## config.mk

```make
export PLATFORM = sky130hd
export DESIGN_NAME = pcd_search
export DESIGN_NICKNAME = d
export VERILOG_FILES = /design/src/sv/pcd_pkg.sv /design/src/sv/pcd_search.sv
export SDC_FILE = /design/constraint.sdc
export NUM_CORES = 1
export LEC_CHECK = 0
export ABC_CLOCK_PERIOD_IN_PS = 7900
export BUFFER_PORTS_ARGS = -buffer_cell sky130_fd_sc_hd__buf_4
export CORE_MARGIN = 8
export CORE_UTILIZATION = 40
export CTS_BUF_LIST = sky130_fd_sc_hd__clkbuf_8 sky130_fd_sc_hd__clkbuf_16
export DETAILED_ROUTE_END_ITERATION = 6
export GPL_TIMING_DRIVEN = 0
export MAX_ROUTING_LAYER = met4
export PLACE_DENSITY = 0.73
export SLEW_MARGIN = 5
export SYNTH_ARGS = -nofsm -noshare
export SYNTH_HDL_FRONTEND = slang
export SYNTH_SLANG_ARGS = --single-unit
export TNS_END_PERCENT = 20
```

## constraint.sdc

```tcl
create_clock -name i_clk -period 7.9 [get_ports i_clk]
set_input_delay 2.37 -clock i_clk [delete_from_list [all_inputs] [get_ports i_clk]]
set_output_delay 2.37 -clock i_clk [all_outputs]
set_load 0.1 [all_outputs]
```

## src/sv/pcd_pkg.sv

```systemverilog
// Shared types, constants and helpers for the prefix code table decoder.
package pcd_pkg;

    localparam int CODE_BITS = 16;
    localparam int LEN_BITS  = 5;
    localparam int SYM_BITS  = 8;
    localparam int IDX_BITS  = 8;
    localparam int CNT_BITS  = 9;

    localparam logic [LEN_BITS-1:0] MAX_CODE_BITS = LEN_BITS'(CODE_BITS);

    localparam logic OP_WRITE  = 1'b0;
    localparam logic OP_DECODE = 1'b1;

    localparam logic REG_ENTRY_COUNT    = 1'b0;
    localparam logic REG_LONGEST_LENGTH = 1'b1;

    typedef enum logic [1:0] {
        ST_IDLE,
        ST_SCAN,
        ST_DRAIN,
        ST_DONE
    } t_state;

    typedef struct packed {
        logic [CODE_BITS-1:0] code;
        logic [LEN_BITS-1:0]  len;
        logic [SYM_BITS-1:0]  sym;
    } t_entry;

    typedef struct packed {
        logic clear;
        logic dvld;
    } t_srch_ctl;

    typedef struct packed {
        logic                found;
        logic [LEN_BITS-1:0] len;
        logic [SYM_BITS-1:0] sym;
    } t_srch_res;

    function automatic logic [LEN_BITS-1:0] clamp_len(input logic [LEN_BITS-1:0] len);
        return (len > MAX_CODE_BITS) ? MAX_CODE_BITS : len;
    endfunction

    function automatic logic [CODE_BITS-1:0] ones_below(input logic [CODE_BITS-1:0] value,
                                                        input logic [LEN_BITS-1:0]  len);
        logic [LEN_BITS-1:0] l;
        l = clamp_len(len);
        return value | ({CODE_BITS{1'b1}} >> l);
    endfunction

endpackage

```

## src/sv/pcd_search.sv

```systemverilog
// Running search for the least stored code not below the window.
module pcd_search
    import pcd_pkg::*;
(
    input  logic                 i_clk,
    input  logic                 i_rst_n,
    input  t_srch_ctl            i_ctl,
    input  logic [CODE_BITS-1:0] i_window,
    input  t_entry               i_entry,
    output t_srch_res            o_res
);

    logic                 r_found;
    logic [CODE_BITS-1:0] r_best_code;
    logic [LEN_BITS-1:0]  r_best_len;
    logic [SYM_BITS-1:0]  r_best_sym;
    logic                 take;

    assign take = i_ctl.dvld && (i_entry.code >= i_window)
               && (!r_found || (i_entry.code < r_best_code));

    always_ff @(posedge i_clk) begin
        if (!i_rst_n || i_ctl.clear) begin
            r_found <= 1'b0;
        end else if (take) begin
            r_found <= 1'b1;
        end
    end

    always_ff @(posedge i_clk) begin
        if (take) begin
            r_best_code <= i_entry.code;
            r_best_len  <= i_entry.len;
            r_best_sym  <= i_entry.sym;
        end
    end

    assign o_res.found = r_found;
    assign o_res.len   = r_best_len;
    assign o_res.sym   = r_best_sym;

endmodule

```

==> flow_summary_export.csv <==
group,metric,value,unit
sta,timing_max_transition_violations_final,0,
critical_path,cp_top_family,"compound AO/OA/AOI/OAI gates",
floorplan,core,4060,um2
clocking,clk_root_buffer_cell,"sky130_fd_sc_hd__clkbuf_8",
clocking,cts_repair_resize_count,0,
critical_path,timing_worst_setup_path_type,"input port to flop",
critical_path,timing.rr.start,"r_best_code[5]",
cells_and_area,fillers,367,
worst_hold_path,whs_path_depth,2,
clocking,cts_inserted_buffers,5,
clocking,cts-htree-levels,2,
placed_design,final_hpwl_from_detailed_placement,2980,um
cells_and_area,post_route_cells_drive_above_1_share,0.327,
critical_path,critPathMaxStageDelay,0.49,ns
cells_and_area,final_nets,297,
critical_path,critPathRequiredTime,7.88,ns
synth,ys_types,23,
floorplan,floorplan.initialDensity,0.418,
placed_design,portBuffers,62,
detailed_routing,via_per_inst,4.77,
job,cap_viol_max_count,0,
floorplan,die_x,81.2,um
synth,postSynthNetCount,226,
clocking,cts-hold-fix-buffers,0,
critical_path,crit_arrival,4.37,ns
critical_path,timing.critical_path.from_type,"input port",
detailed_routing,drt_first_iter_violations,68,
floorplan,die_height,81.2,um
detailed_routing,num_vias,1274,
worst_hold_path,hold_path.startpoint,"r_found",
clocking,cts.clk_slew.worst_paths,0.06,ns
floorplan,ios,63,
cells_and_area,antenna-diode-count,0,
critical_path,worst_r2r_endpoint,"r_best_sym[7]",
sta,maxClockFrequency,0.228,GHz
critical_path,crit_fanout,14,
sta,max-slew-margin-rel,0.583,
sta,tightestPinTransition,0.620,ns
global_route,wire_length_of_the_first_global_routing_pass,5840,um
synth,ys_ff_latch,30,
clocking,tritoncts_num_sinks,30,
critical_path,endpoint_kind,"flop",
global_route,overflow,0,
cells_and_area,area.growth.synth_to_final,37.7,%
critical_path,crit_path_cell_trace,"buf_4 -> ha_1 -> a21oi_1 -> nor2_1 -> a211oi_1 -> a21oi_1 -> a2111oi_4 -> buf_6 -> buf_6",
worst_hold_path,timing.hold.worst_endpoint,"r_found",
floorplan,floorplan.rows,23,
sta,setup_violations,0,
detailed_routing,finalWirelength,3550,um
detailed_routing,detailedRoute.firstPassIterationCount,4,
clocking,ctsLongestPathBuffers,2,
status,run_status,"completed",
sta,layout_min_cycle_time,4.39,ns
clocking,cts.repair_timing.setup_buffer_count,0,
sta,hold_violations,0,
floorplan,fp.dieArea,6590,um2
detailed_routing,detail_route.wl_per_cell,13.3,um
worst_hold_path,hp-class,"flop to flop",
clocking,cts_tree,"built",
critical_path,worstPathBufferInverterCount,3,
synth,postSynthCellCount,146,
pwr,total_leakage_power,1.15,nW
cells_and_area,fin_cells,267,
placed_design,finalWeightedCongestion,0.741,
sta,clock-skew-final,0.00303,ns
synth,syn-mean-instance-area,11.6,um2
sta,fin_crit_sh,0.555,
sta,rsz0062_at_grt,"false",
critical_path,cp_slowest_cell,"sky130_fd_sc_hd__a2111oi_4",
global_route,grt_start_max_net_pins,15,
sta,tns,0,ns
placed_design,placed_cells_incl_taps,260,
synth,yosysWarnings,0,
global_route,via_count_of_the_first_global_routing_pass,1348,
global_route,antenna_found_initial,0,
critical_path,r2r.worst_path.cells,9,
clocking,clk_latency,0.27,ns
pwr,worst_ir_drop_vdd,133,uV
critical_path,reg2reg_setup_slack,5.38,ns
synth,proportion_of_synthesized_chip_area_in_sequential_cells,0.525,
synth,mappedNetlistArea,1700,um2
detailed_routing,drc,0,
detailed_routing,antenna_left,0,
pwr,power-per-cell-area,169,nW/um2
global_route,gr-usage-all-layers,0.120,
## layer usage
metal / wire (um) / part of all wire / global-route usage
met5: 0 / 0 / -
met4: 38 / 0.011 / 0.0429
met3: 276 / 0.078 / 0.0530
met2: 1750 / 0.49 / 0.192
met1: 1480 / 0.42 / 0.130
## cells in the final DEF (no fill, tap or decap)
| cell | n |
|---|---|
| sky130_fd_sc_hd__buf_4 | 63 |
| sky130_fd_sc_hd__edfxtp_1 | 29 |
| sky130_fd_sc_hd__a211oi_1 | 1 |
| sky130_fd_sc_hd__dfxtp_1 | 1 |
| sky130_fd_sc_hd__clkbuf_8 | 5 |
| sky130_fd_sc_hd__o21ai_0 | 3 |
| sky130_fd_sc_hd__nor2b_1 | 2 |
| sky130_fd_sc_hd__nand2_1 | 4 |
| sky130_fd_sc_hd__buf_6 | 2 |
| sky130_fd_sc_hd__and3_1 | 1 |
| sky130_fd_sc_hd__o211ai_1 | 1 |
| sky130_fd_sc_hd__nor2_1 | 6 |
| sky130_fd_sc_hd__ha_1 | 31 |
| sky130_fd_sc_hd__a21o_1 | 2 |
| sky130_fd_sc_hd__nand3_1 | 4 |
| sky130_fd_sc_hd__a21boi_0 | 2 |
| sky130_fd_sc_hd__inv_1 | 35 |
| sky130_fd_sc_hd__o31a_1 | 1 |
| sky130_fd_sc_hd__o21ai_1 | 1 |
| sky130_fd_sc_hd__nor3_1 | 2 |
| sky130_fd_sc_hd__nand4_1 | 5 |
| sky130_fd_sc_hd__a31oi_1 | 1 |
| sky130_fd_sc_hd__a21oi_1 | 12 |
| sky130_fd_sc_hd__o31ai_1 | 2 |
| sky130_fd_sc_hd__a2111oi_4 | 1 |
## layout make-up
cell class | instances | area, um2 | area share
Tap cell | 50 | 62.6 | 0.0268
Buffer | 1 | 7.51 | 0.00321
Inverter | 33 | 124 | 0.0530
Multi-Input combinational cell | 82 | 688 | 0.294
Clock inverter | 2 | 7.51 | 0.00321
Clock buffer | 5 | 68.8 | 0.0294
Sequential cell | 30 | 891 | 0.381
Timing Repair Buffer | 64 | 488 | 0.209
## state kept, by name, summed over array words and instances, names as in the netlist
register and cells:
r_best_code 16, r_best_len 5, r_best_sym 8, r_found 1
## cells in the mapped netlist (all sizes together)
cell type | instances | share of area
inv | 33 | 0.073
ha | 31 | 0.23
edfxtp | 29 | 0.51
a21oi | 12 | 0.035
nor2 | 6 | 0.013
nand4 | 5 | 0.018
nand2 | 4 | 0.0088
nand3 | 4 | 0.012
o21ai | 4 | 0.012
a21boi | 2 | 0.0088
a21o | 2 | 0.0088
nor2b | 2 | 0.0074
nor3 | 2 | 0.0059
o31ai | 2 | 0.0088
a2111oi | 1 | 0.0088
a211oi | 1 | 0.0044
a31oi | 1 | 0.0037
and3 | 1 | 0.0037
buf | 1 | 0.0044
dfxtp | 1 | 0.012
o211ai | 1 | 0.0044
o31a | 1 | 0.0052
## worst register-to-register path: cells and delay by family (launching register included)
| family | cells | cell delay [ns] |
|---|---|---|
| AO/OA/AOI/OAI | 4 | 1.06 |
| adder cells (fa/ha/maj) | 1 | 0.23 |
| buffers and inverters | 3 | 0.50 |
| flip-flops | 1 | 0.35 |
| AND/OR/NAND/NOR | 1 | 0.06 |
## kinds of logic after synthesis
family	after synthesis	synth area share
flops	30	0.525
simple gates	24	0.0693
fa+ha+maj	31	0.228
compound gates	27	0.100
buf+inv	34	0.0774
## per-stage QoR
step	util	total power [mW]	setup WS, ns	cell area [um2]	hold slack, ns
5_1_grt	0.576	0.420	3.41	2340	0.689
2_1_floorplan	-	0.252	2.36	1700	0.551
3_5_place_dp	0.557	0.290	3.26	2260	0.598
6_report	0.576	0.395	3.51	2340	0.620
4_1_cts	0.576	0.402	3.55	2340	0.612
3_3_place_gp	0.549	0.286	1.40	2230	0.600
## how the worst max path moves through the flow
stage,cells past startpoint,startpoint,slack (ns),endpoint
5_1_grt,9,i_entry[14],3.41,r_best_len[2]
6_report,9,i_entry[18],3.51,r_best_sym[7]
2_1_floorplan,6,i_entry[22],2.36,r_best_code[0]
3_3_place_gp,7,i_entry[14],1.40,r_best_sym[5]
3_5_place_dp,9,i_entry[18],3.26,r_best_len[0]
4_1_cts,9,i_entry[18],3.55,r_best_len[0]
## where the power goes
part	total, mW	internal [mW]	switching [mW]
Clock	0.109	0.0578	0.0512
Sequential	0.188	0.186	0.00228
Combinational	0.0975	0.0377	0.0599
(Power assumes the default switching activity.)
